**src/rtl/acse_pkg.sv**
```systemverilog
// shared types and constants of the arccotangent series evaluator
`default_nettype none

package acse_pkg;

   // fixed-point formats
   localparam int FRAC_W  = 30;
   localparam int X_W     = 32;
   localparam int MAG_W   = 30;
   localparam int PROD_W  = 60;
   localparam int SUM_W   = 34;
   localparam int TERMS_W = 13;
   localparam int STS_W   = 2;

   // round(pi/2 * 2^30) and the clamp limit, just under 3.0, of the unsigned Q2.30 result
   localparam logic signed [SUM_W-1:0] HALF_PI_Q30 = 34'sd1686629713;
   localparam logic signed [SUM_W-1:0] SUM_MAX     = 34'sd3221225471;
   localparam logic [PROD_W:0]         ROUND_HALF  = 61'd536870912;

   // result status codes
   localparam logic [STS_W-1:0] STATUS_OK     = 2'd0;
   localparam logic [STS_W-1:0] STATUS_DOMAIN = 2'd1;
   localparam logic [STS_W-1:0] STATUS_LIMIT  = 2'd2;

   // datapath operations
   typedef enum logic [3:0] {
      OP_NONE,
      OP_LOAD,
      OP_SQUARE,
      OP_INIT,
      OP_MULX,
      OP_ROUND,
      OP_MULN,
      OP_DIVSTART,
      OP_ACC,
      OP_FINISH
   } op_type;

   typedef struct packed {
      op_type           op;
      logic [STS_W-1:0] status;
   } cmd_type;

   typedef struct packed {
      logic domain_err;
      logic div_busy;
      logic below_tol;
      logic at_limit;
   } sts_type;

endpackage

`default_nettype wire

```
**src/rtl/acse_div.sv**
```systemverilog
// restoring divider, one quotient bit per cycle
`default_nettype none

module acse_div #(
   parameter int DVD_W = 44,
   parameter int DVS_W = 14
) (
   input  wire logic             clock,
   input  wire logic             reset,
   input  wire logic             start,
   input  wire logic [DVD_W-1:0] dividend,
   input  wire logic [DVS_W-1:0] divisor,
   output logic                  busy,
   output logic [DVD_W-1:0]      quotient
);

   localparam int CNT_W = $clog2(DVD_W + 1);

   logic [DVD_W-1:0] quo_ff, quo_in;
   logic [DVS_W-1:0] rem_ff, rem_in;
   logic [DVS_W-1:0] dvs_ff, dvs_in;
   logic [CNT_W-1:0] cnt_ff, cnt_in;
   logic             busy_ff, busy_in;
   logic [DVS_W:0]   trial;
   logic [DVS_W:0]   diff;

   // trial subtraction of the divisor from the shifted remainder
   assign trial = {rem_ff, quo_ff[DVD_W-1]};
   assign diff  = trial - {1'b0, dvs_ff};

   always_comb begin
      quo_in  = quo_ff;
      rem_in  = rem_ff;
      dvs_in  = dvs_ff;
      cnt_in  = cnt_ff;
      busy_in = busy_ff;
      if (start) begin
         quo_in  = dividend;
         rem_in  = '0;
         dvs_in  = divisor;
         cnt_in  = CNT_W'(DVD_W);
         busy_in = 1'b1;
      end else if (busy_ff) begin
         if (!diff[DVS_W]) begin
            rem_in = diff[DVS_W-1:0];
            quo_in = {quo_ff[DVD_W-2:0], 1'b1};
         end else begin
            rem_in = trial[DVS_W-1:0];
            quo_in = {quo_ff[DVD_W-2:0], 1'b0};
         end
         cnt_in = cnt_ff - 1'b1;
         if (cnt_ff == CNT_W'(1)) begin
            busy_in = 1'b0;
         end
      end
   end

   // control state
   always_ff @(posedge clock) begin
      if (reset) begin
         busy_ff <= 1'b0;
         cnt_ff  <= '0;
      end else begin
         busy_ff <= busy_in;
         cnt_ff  <= cnt_in;
      end
   end

   // operand and result registers
   always_ff @(posedge clock) begin
      quo_ff <= quo_in;
      rem_ff <= rem_in;
      dvs_ff <= dvs_in;
   end

   assign busy     = busy_ff;
   assign quotient = quo_ff;

`ifndef SYNTHESIS
   // the divider keeps running until its last quotient bit
   assert property (@(posedge clock) disable iff (reset)
      busy_ff && !start && cnt_ff != CNT_W'(1) |=> busy_ff)
      else $error("divider stopped early");
`endif

endmodule

`default_nettype wire

```
**src/rtl/acse_dp.sv**
```systemverilog
// datapath: term magnitude, square of x, shared multiplier, sum and result registers
`default_nettype none

module acse_dp #(
   parameter int MAX_TERMS = 4096
) (
   input  wire logic                              clock,
   input  wire logic                              reset,
   input  wire acse_pkg::cmd_type                 cmd,
   input  wire logic [acse_pkg::MAG_W-1:0]        tolerance,
   input  wire logic signed [acse_pkg::X_W-1:0]   req_x_value,
   output acse_pkg::sts_type                      sts,
   output logic [acse_pkg::X_W-1:0]               rsp_series_sum,
   output logic [acse_pkg::TERMS_W-1:0]           rsp_terms_used,
   output logic [acse_pkg::STS_W-1:0]             rsp_status
);

   localparam int N_W = $clog2(MAX_TERMS + 1);
   localparam int P_W = acse_pkg::MAG_W + N_W + 1;

   logic [acse_pkg::X_W-1:0]            x_ff, x_in;
   logic [acse_pkg::MAG_W-1:0]          mag_ff, mag_in;
   logic [acse_pkg::MAG_W-1:0]          x2_ff, x2_in;
   logic [acse_pkg::PROD_W-1:0]         prod_ff, prod_in;
   logic [N_W-1:0]                      n_ff, n_in;
   logic                                aneg_ff, aneg_in;
   logic signed [acse_pkg::SUM_W-1:0]   sum_ff, sum_in;
   logic [acse_pkg::X_W-1:0]            ssum_ff, ssum_in;
   logic [acse_pkg::TERMS_W-1:0]        terms_ff, terms_in;
   logic [acse_pkg::STS_W-1:0]          stat_ff, stat_in;

   logic [acse_pkg::X_W-1:0]            mx;
   logic [acse_pkg::MAG_W-1:0]          mul_a, mul_b;
   logic [acse_pkg::PROD_W-1:0]         mul_p;
   logic [acse_pkg::PROD_W:0]           rnd_sum;
   logic [acse_pkg::MAG_W-1:0]          rnd;
   logic [N_W:0]                        num, den;
   logic [P_W-1:0]                      dividend;
   logic [P_W-1:0]                      quotient;
   logic                                div_busy;
   logic [acse_pkg::MAG_W-1:0]          quo;
   logic signed [acse_pkg::SUM_W-1:0]   mx_s, quo_s, sum_next, sat_sum;
   logic [31:0]                         n_ext;

   // magnitude of the argument
   assign mx   = x_ff[acse_pkg::X_W-1] ? (32'd0 - x_ff) : x_ff;
   assign mx_s = signed'(acse_pkg::SUM_W'(mx[acse_pkg::MAG_W-1:0]));

   // recurrence factors (2n-1) and (2n+1)
   assign num = {n_ff, 1'b0} - (N_W+1)'(1);
   assign den = {n_ff, 1'b1};

   // shared multiplier operand select
   always_comb begin
      case (cmd.op)
         acse_pkg::OP_SQUARE: begin
            mul_a = mx[acse_pkg::MAG_W-1:0];
            mul_b = mx[acse_pkg::MAG_W-1:0];
         end
         acse_pkg::OP_MULX: begin
            mul_a = mag_ff;
            mul_b = x2_ff;
         end
         default: begin
            mul_a = mag_ff;
            mul_b = acse_pkg::MAG_W'(num);
         end
      endcase
   end

   assign mul_p = mul_a * mul_b;

   // round half up from Q0.60 to Q0.30
   assign rnd_sum = {1'b0, prod_ff} + acse_pkg::ROUND_HALF;
   assign rnd     = rnd_sum[acse_pkg::PROD_W-1:acse_pkg::FRAC_W];

   // dividend with half the divisor added for rounding
   assign dividend = prod_ff[P_W-1:0] + P_W'(n_ff);

   acse_div #(
      .DVD_W (P_W),
      .DVS_W (N_W + 1)
   ) u_div (
      .clock    (clock),
      .reset    (reset),
      .start    (cmd.op == acse_pkg::OP_DIVSTART),
      .dividend (dividend),
      .divisor  (den),
      .busy     (div_busy),
      .quotient (quotient)
   );

   assign quo      = quotient[acse_pkg::MAG_W-1:0];
   assign quo_s    = signed'(acse_pkg::SUM_W'(quo));
   assign sum_next = aneg_ff ? (sum_ff + quo_s) : (sum_ff - quo_s);

   // clamp the sum into the unsigned Q2.30 range
   always_comb begin
      if (sum_ff < 0) begin
         sat_sum = '0;
      end else if (sum_ff > acse_pkg::SUM_MAX) begin
         sat_sum = acse_pkg::SUM_MAX;
      end else begin
         sat_sum = sum_ff;
      end
   end

   assign n_ext = 32'(n_ff);

   // register updates per operation
   always_comb begin
      x_in     = x_ff;
      mag_in   = mag_ff;
      x2_in    = x2_ff;
      prod_in  = prod_ff;
      n_in     = n_ff;
      aneg_in  = aneg_ff;
      sum_in   = sum_ff;
      ssum_in  = ssum_ff;
      terms_in = terms_ff;
      stat_in  = stat_ff;
      case (cmd.op)
         acse_pkg::OP_LOAD: begin
            x_in = req_x_value;
            n_in = '0;
         end
         acse_pkg::OP_SQUARE: begin
            prod_in = mul_p;
            mag_in  = mx[acse_pkg::MAG_W-1:0];
         end
         acse_pkg::OP_INIT: begin
            x2_in   = rnd;
            aneg_in = !x_ff[acse_pkg::X_W-1];
            sum_in  = x_ff[acse_pkg::X_W-1] ? (acse_pkg::HALF_PI_Q30 + mx_s)
                                            : (acse_pkg::HALF_PI_Q30 - mx_s);
         end
         acse_pkg::OP_MULX: begin
            prod_in = mul_p;
            n_in    = n_ff + 1'b1;
         end
         acse_pkg::OP_ROUND: begin
            mag_in = rnd;
         end
         acse_pkg::OP_MULN: begin
            prod_in = mul_p;
         end
         acse_pkg::OP_ACC: begin
            mag_in  = quo;
            aneg_in = !aneg_ff;
            sum_in  = sum_next;
         end
         acse_pkg::OP_FINISH: begin
            stat_in = cmd.status;
            if (cmd.status == acse_pkg::STATUS_DOMAIN) begin
               ssum_in  = '0;
               terms_in = '0;
            end else begin
               ssum_in  = sat_sum[acse_pkg::X_W-1:0];
               terms_in = n_ext[acse_pkg::TERMS_W-1:0];
            end
         end
         default: begin
         end
      endcase
   end

   // payload registers
   always_ff @(posedge clock) begin
      x_ff     <= x_in;
      mag_ff   <= mag_in;
      x2_ff    <= x2_in;
      prod_ff  <= prod_in;
      n_ff     <= n_in;
      aneg_ff  <= aneg_in;
      sum_ff   <= sum_in;
      ssum_ff  <= ssum_in;
      terms_ff <= terms_in;
      stat_ff  <= stat_in;
   end

   // status to the controller
   assign sts.domain_err = (mx[acse_pkg::X_W-1:acse_pkg::MAG_W] != 2'b00);
   assign sts.div_busy   = div_busy;
   assign sts.below_tol  = (mag_ff < tolerance);
   assign sts.at_limit   = (n_ff == N_W'(MAX_TERMS));

   assign rsp_series_sum = ssum_ff;
   assign rsp_terms_used = terms_ff;
   assign rsp_status     = stat_ff;

endmodule

`default_nettype wire

```
**src/rtl/acse_ctrl.sv**
```systemverilog
// controller: sequences the series loop and owns the result handshake
`default_nettype none

module acse_ctrl (
   input  wire logic               clock,
   input  wire logic               reset,
   input  wire logic               req_valid,
   output logic                    req_ready,
   output logic                    rsp_valid,
   input  wire logic               rsp_ready,
   input  wire acse_pkg::sts_type  sts,
   output acse_pkg::cmd_type       cmd
);

   typedef enum logic [3:0] {
      S_IDLE,
      S_SQUARE,
      S_INIT,
      S_MULX,
      S_ROUND,
      S_MULN,
      S_DIVSTART,
      S_DIVWAIT,
      S_CHECK,
      S_FINISH
   } state_type;

   state_type                   state_ff, state_in;
   logic                        rsp_valid_ff, rsp_valid_in;
   logic [acse_pkg::STS_W-1:0]  fin_ff, fin_in;
   logic                        slot_free;
   logic                        finish;

   // the result register can take a new result
   assign slot_free = !rsp_valid_ff || rsp_ready;
   assign finish    = (state_ff == S_FINISH) && slot_free;

   // next state and datapath command
   always_comb begin
      state_in   = state_ff;
      fin_in     = fin_ff;
      cmd.op     = acse_pkg::OP_NONE;
      cmd.status = fin_ff;
      case (state_ff)
         S_IDLE: begin
            if (req_valid) begin
               cmd.op   = acse_pkg::OP_LOAD;
               state_in = S_SQUARE;
            end
         end
         S_SQUARE: begin
            if (sts.domain_err) begin
               fin_in   = acse_pkg::STATUS_DOMAIN;
               state_in = S_FINISH;
            end else begin
               cmd.op   = acse_pkg::OP_SQUARE;
               state_in = S_INIT;
            end
         end
         S_INIT: begin
            cmd.op   = acse_pkg::OP_INIT;
            state_in = S_MULX;
         end
         S_MULX: begin
            cmd.op   = acse_pkg::OP_MULX;
            state_in = S_ROUND;
         end
         S_ROUND: begin
            cmd.op   = acse_pkg::OP_ROUND;
            state_in = S_MULN;
         end
         S_MULN: begin
            cmd.op   = acse_pkg::OP_MULN;
            state_in = S_DIVSTART;
         end
         S_DIVSTART: begin
            cmd.op   = acse_pkg::OP_DIVSTART;
            state_in = S_DIVWAIT;
         end
         S_DIVWAIT: begin
            if (!sts.div_busy) begin
               cmd.op   = acse_pkg::OP_ACC;
               state_in = S_CHECK;
            end
         end
         S_CHECK: begin
            if (sts.below_tol) begin
               fin_in   = acse_pkg::STATUS_OK;
               state_in = S_FINISH;
            end else if (sts.at_limit) begin
               fin_in   = acse_pkg::STATUS_LIMIT;
               state_in = S_FINISH;
            end else begin
               state_in = S_MULX;
            end
         end
         S_FINISH: begin
            if (slot_free) begin
               cmd.op   = acse_pkg::OP_FINISH;
               state_in = S_IDLE;
            end
         end
         default: begin
            state_in = S_IDLE;
         end
      endcase
   end

   // result valid flag
   always_comb begin
      rsp_valid_in = rsp_valid_ff;
      if (finish) begin
         rsp_valid_in = 1'b1;
      end else if (rsp_ready) begin
         rsp_valid_in = 1'b0;
      end
   end

   // state and registered outputs
   always_ff @(posedge clock) begin
      if (reset) begin
         state_ff     <= S_IDLE;
         rsp_valid_ff <= 1'b0;
         fin_ff       <= acse_pkg::STATUS_OK;
      end else begin
         state_ff     <= state_in;
         rsp_valid_ff <= rsp_valid_in;
         fin_ff       <= fin_in;
      end
   end

   assign req_ready = (state_ff == S_IDLE);
   assign rsp_valid = rsp_valid_ff;

`ifndef SYNTHESIS
   // a result is loaded only into a free result register
   assert property (@(posedge clock) disable iff (reset)
      cmd.op == acse_pkg::OP_FINISH |-> !rsp_valid_ff || rsp_ready)
      else $error("result overwritten while pending");

   // terms are accumulated only once the quotient is complete
   assert property (@(posedge clock) disable iff (reset)
      cmd.op == acse_pkg::OP_ACC |-> !sts.div_busy)
      else $error("accumulate while divider busy");

   // a new result appears only after a finish command
   assert property (@(posedge clock) disable iff (reset)
      $rose(rsp_valid_ff) |-> $past(cmd.op == acse_pkg::OP_FINISH))
      else $error("result valid without finish");
`endif

endmodule

`default_nettype wire

```
**src/rtl/arccot_series_evaluator.sv**
```systemverilog
// top level: arccotangent series evaluator with tolerance register
//
//   channel   direction  handshake            payload
//   req       in         req_valid/req_ready  req_x_value
//   rsp       out        rsp_valid/rsp_ready  rsp_series_sum, rsp_terms_used, rsp_status
//   csr       in/out     APB, pready high     tolerance at byte address 0
//
// each term is paced by the bit-serial divider that divides by 2n+1; an argument outside
// (-1,1) is answered with a domain status and no terms;
// one request at a time; the next is taken while a result waits in the output register
// synchronous active-high reset clears the controller, divider and tolerance (to 1074)
`default_nettype none

module arccot_series_evaluator #(
   parameter int MAX_TERMS = 4096
) (
   input  wire logic                              clock,
   input  wire logic                              reset,
   // request channel
   input  wire logic                              req_valid,
   output logic                                   req_ready,
   input  wire logic signed [acse_pkg::X_W-1:0]   req_x_value,
   // result channel
   output logic                                   rsp_valid,
   input  wire logic                              rsp_ready,
   output logic [acse_pkg::X_W-1:0]               rsp_series_sum,
   output logic [acse_pkg::TERMS_W-1:0]           rsp_terms_used,
   output logic [acse_pkg::STS_W-1:0]             rsp_status,
   // configuration port
   input  wire logic                              csr_psel,
   input  wire logic                              csr_penable,
   input  wire logic                              csr_pwrite,
   input  wire logic [2:0]                        csr_paddr,
   input  wire logic [31:0]                       csr_pwdata,
   output logic [31:0]                            csr_prdata,
   output logic                                   csr_pready
);

   logic [acse_pkg::MAG_W-1:0] tol_ff, tol_in;
   logic                       csr_wr;
   acse_pkg::cmd_type          cmd;
   acse_pkg::sts_type          sts;

   // tolerance register write
   assign csr_wr = csr_psel && csr_penable && csr_pwrite && (csr_paddr[2] == 1'b0);

   always_comb begin
      tol_in = tol_ff;
      if (csr_wr) begin
         tol_in = csr_pwdata[acse_pkg::MAG_W-1:0];
      end
   end

   always_ff @(posedge clock) begin
      if (reset) begin
         tol_ff <= acse_pkg::MAG_W'(1074);
      end else begin
         tol_ff <= tol_in;
      end
   end

   // register readback
   assign csr_prdata = (csr_paddr[2] == 1'b0) ? 32'(tol_ff) : 32'd0;
   assign csr_pready = 1'b1;

   acse_ctrl u_ctrl (
      .clock     (clock),
      .reset     (reset),
      .req_valid (req_valid),
      .req_ready (req_ready),
      .rsp_valid (rsp_valid),
      .rsp_ready (rsp_ready),
      .sts       (sts),
      .cmd       (cmd)
   );

   acse_dp #(
      .MAX_TERMS (MAX_TERMS)
   ) u_dp (
      .clock          (clock),
      .reset          (reset),
      .cmd            (cmd),
      .tolerance      (tol_ff),
      .req_x_value    (req_x_value),
      .sts            (sts),
      .rsp_series_sum (rsp_series_sum),
      .rsp_terms_used (rsp_terms_used),
      .rsp_status     (rsp_status)
   );

endmodule

`default_nettype wire
```
**config.mk**
```make
export PLATFORM = sky130hd
export DESIGN_NAME = arccot_series_evaluator
export DESIGN_NICKNAME = d
export VERILOG_FILES = /design/src/rtl/acse_pkg.sv /design/src/rtl/acse_div.sv /design/src/rtl/acse_dp.sv /design/src/rtl/acse_ctrl.sv /design/src/rtl/arccot_series_evaluator.sv
export SDC_FILE = /design/constraint.sdc
export NUM_CORES = 2
export LEC_CHECK = 0
export BUFFER_PORTS_ARGS = -buffer_cell sky130_fd_sc_hd__buf_2
export CAP_MARGIN = 20
export CORE_MARGIN = 2
export CORE_UTILIZATION = 36
export DETAILED_ROUTE_END_ITERATION = 8
export GPL_TIMING_DRIVEN = 0
export PLACE_DENSITY_LB_ADDON = 0.2
export SLEW_MARGIN = 40
export SYNTH_ARGS = -nofsm -noshare
export SYNTH_HDL_FRONTEND = slang
export SYNTH_HIERARCHICAL = 1
export SYNTH_SLANG_ARGS = --single-unit
```
**constraint.sdc**
```tcl
create_clock -name clock -period 15.2 [get_ports clock]
set_input_delay 1.52 -clock clock [delete_from_list [all_inputs] [get_ports clock]]
set_output_delay 1.52 -clock clock [all_outputs]
set_load 0.01 [all_outputs]
```
==> metrics.md <==
| Metric | Value |
|---|---|
| Compound-Gate Fraction of Synth Area | `0.102` |
| Initial core utilization | `0.363` |
| DRT Pass-1 Iters | `6` |
| Area contributors post-synth | `fa_1, edfxtp_1, ha_1` |
| Clk slew on worst S/H paths | `0.06 ns` |
| Relative slew slack | `0.363` |
| Worst hold path startpoint | `u_ctrl/fin_ff[1]$_SDFFE_PP0P_` |
| Warnings from Yosys | `6` |
| Share of layout cells above drive strength 1 | `0.105` |
| DR vias/cell | `5.40` |
| R2r setup slk | `0.46 ns` |
| Crit share post-route | `0.970` |
| Post-Synth XOR/XNOR Area | `0.0467` |
| Inserted Clock Buffers | `42` |
| Ys flop type | `edfxtp_1` |
| DP HPWL | `164,000 µm` |
| Number of synthesized flops with an enable pin | `305` |
| Max Buffers Root-to-Sink | `3` |
| IO Pins | `156` |
| Worst-Skew Late Latency | `0.59 ns` |
| Worst r2r dst | `u_dp/prod_ff[59]$_DFFE_PP_` |
| Commonest cells in the netlist | `inv_1, fa_1, nor2_1, nand2_1, ha_1` |
| H-tree depth | `2` |
| Mean Syn Cell Area | `9.18 µm²` |
| Routed wire length | `198,000 µm` |
| FF-to-FF path depth | `44` |
| Cell depth of the worst hold path | `0` |
| Slew @ Worst Pin | `0.955 ns` |
| Flop and latch count out of synthesis | `363` |
| Antenna Violating Nets Remaining | `0` |
| Synthesized cell area | `51,400 µm²` |
| Area leader, netlist | `fa_1` |
| Filler cells | `14,344` |
| Final Hold Fails | `0` |
| Asr flop ratio synth | `0` |
| Max cap viols | `0` |
| Fraction of the mapped netlist area in simple logic gates | `0.151` |
| Post-Syn Instances | `5,591` |
| Slew Limit Fails | `0` |
| Crit-path slowest cell | `or4b_2` |
| Fmax | `0.0679 GHz` |
| Outcome | `finished, final reports clean` |
| Worst path most repeated cell | `fa_1` |
| Post-synth cell types | `107` |
| Mux contribution to synthesized area | `0.0165` |
| Routability Congestion | `1.00` |
| Num rows | `138` |
| Antenna violations before repair | `8` |
| Clk sinks | `363` |
| Crit path max fanout | `10` |
| Die Ht | `382 µm` |
| Arr. time, crit path | `15.05 ns` |
| Root buffer cell | `clkbuf_16` |
| Worst Setup End Kind | `flop` |
| Endpoint, Worst Hold | `u_dp/rsp_status[1]$_DFFE_PN_` |
| Global-route wire length before repair | `288,000 µm` |
| Pin count of the biggest net entering global routing | `45` |
| Vias in the first global route | `42,368` |
| Period minus WS final | `14.74 ns` |
| Port buffer count | `148` |
| DRC Markers | `0` |
| RSZ-0062 raised after global routing | `false` |
| Element type at the critical path start | `flop` |
| Yosys top cell area share | `0.305` |
| Routed vias | `41,814` |
| CTS tree | `built` |
| CP peak stage delay | `0.68 ns` |
| Final setup fails | `0` |
| Largest family of logic cells by synthesized area | `adder cells` |
| Die W | `382 µm` |
| Avg WL per Cell | `25.5 µm` |
| Setup tns final | `0 ns` |
| Grt ovf | `0` |
| Worst r2r src | `u_dp/x_ff[0]$_DFFE_PN_` |
| Final #Nets | `7,029` |
| Die footprint | `146,000 µm²` |
| Worst EP required | `15.51 ns` |
| Synth Area in Adders | `0.390` |
| Hold Path Class | `reg2reg` |
| Skew final | `0.0317 ns` |
| All-Layer GR Usage | `0.271` |
| Post-synthesis sequential area ratio | `0.201` |
| Area delta synth->final | `11.2%` |
| Count leader, synth | `inv_1` |
| CP Class | `reg2reg` |
| Core ar. | `142,000 µm²` |
| Initial drt markers | `4,017` |
state kept, by name (all words and copies together) (netlist names), 14 cells and up:
name,count
u_dp/x_ff,32
u_dp/rsp_series_sum,32
u_dp/prod_ff,60
u_dp/sum_ff,34
u_dp/u_div/quotient,44
tol_ff,30
u_dp/u_div/dvs_ff,14
u_dp/u_div/rem_ff,14
u_dp/mag_ff,30
u_dp/x2_ff,30
layout by cell type, fill, tap and decap left out, drive strengths merged, types with 9 or more instances in the layout:
cell type  count
a31oi         28
nand3         66
a211o         11
o21a          47
clkinv        15
mux2          45
nor4          21
a211oi        29
o31ai         17
o41ai          9
and3          27
xnor2        150
o211ai        16
nand4         35
a21o         118
inv          956
or3           27
ha           348
or2           17
nor2b         57
nor3          48
a22oi         15
fa           783
a221o         23
edfxtp       305
nand2b        85
and2          22
o21ai        137
nor3b         11
clkbuf       274
or4           14
dfxtp         58
nand2        639
nor2         644
a21oi        213
buf          250
a311oi        13
mux2i         34
xor2         120
what timing repair did:
| action | in CTS | in global routing |
|---|---|---|
| hold endpoints to repair | 0 | 0 |
| gates resized for setup | 94 | 17 |
| endpoints found under the setup margin | 16 | 15 |
| buffers inserted | 7 | 0 |
| gates cloned | 0 | 0 |
| hold buffers | 0 | 0 |
| pin swaps | 4 | 0 |
worst max path at each step:
| stage | to | startpoint | cells after the start | slack [ns] |
|---|---|---|---|---|
| CTS | u_dp/prod_ff[59]$_DFFE_PP_ | u_dp/x_ff[0]$_DFFE_PN_ | 48 | 0.02 |
| global route | u_dp/prod_ff[59]$_DFFE_PP_ | u_dp/x_ff[0]$_DFFE_PN_ | 43 | 0.008 |
| global placement | u_dp/prod_ff[59]$_DFFE_PP_ | u_dp/x_ff[0]$_DFFE_PN_ | 47 | -2.88 |
| floorplan | u_dp/prod_ff[59]$_DFFE_PP_ | u_dp/x_ff[0]$_DFFE_PN_ | 47 | 2.60 |
| finish | u_dp/prod_ff[59]$_DFFE_PP_ | u_dp/x_ff[0]$_DFFE_PN_ | 44 | 0.46 |
| detailed placement | u_dp/prod_ff[59]$_DFFE_PP_ | u_dp/x_ff[0]$_DFFE_PN_ | 44 | -1.09 |
metrics by stage:
step	util	std cells	cell area (µm²)	hold slack [ns]	setup slack, ns
after global placement	0.385	7630	54500	0.472	-2.88
after global routing	0.403	7745	57100	0.478	0.00783
after CTS	0.403	7747	57000	0.462	0.0172
after detailed placement	0.392	7679	55500	0.448	-1.09
after floorplan	-	5592	51400	0.422	2.60
final	0.403	7747	57100	0.462	0.463
cell type report:
class | instances | area (µm²) | area share
tap | 1890 | 2360 | 0.0414
multi-input combinational | 3995 | 37000 | 0.648
timing repair buffer | 205 | 1260 | 0.0221
sequential | 363 | 10300 | 0.181
antenna | 2 | 5.00 | 0.0000876
clock inverter | 20 | 171 | 0.00300
clock buffer | 55 | 1100 | 0.0193
inverter | 953 | 3580 | 0.0626
buffer | 264 | 1280 | 0.0225
logic make-up after synthesis:
family / after synthesis
other: 3
AOI/OAI and AO/OA: 767
muxes: 79
and+or+nand+nor: 1744
DFF: 363
buffers and inverters: 1234
xor gates and xnor gates: 270
adders and majority gates: 1131
layer usage:
| layer | vias up | track usage | part of all wire |
|---|---|---|---|
| li1 | 18332 | - | - |
| met1 | 21279 | 0.364 | 0.42 |
| met2 | 1820 | 0.425 | 0.45 |
| met3 | 375 | 0.0473 | 0.082 |
| met4 | 8 | 0.124 | 0.055 |
| met5 | - | 0 | 0.00029 |
critical path, delay by kind of cell (launching register included):
kind | cells | cell delay (ns)
compound gates | 8 | 2.16
flops | 1 | 0.43
simple gates | 14 | 4.16
buf+inv | 11 | 2.68
xor+xnor | 1 | 0.13
fa+ha+maj | 10 | 4.84
Power is not shown: default switching activity piles up to over one toggle a cycle in this logic, so the estimate is an artifact.
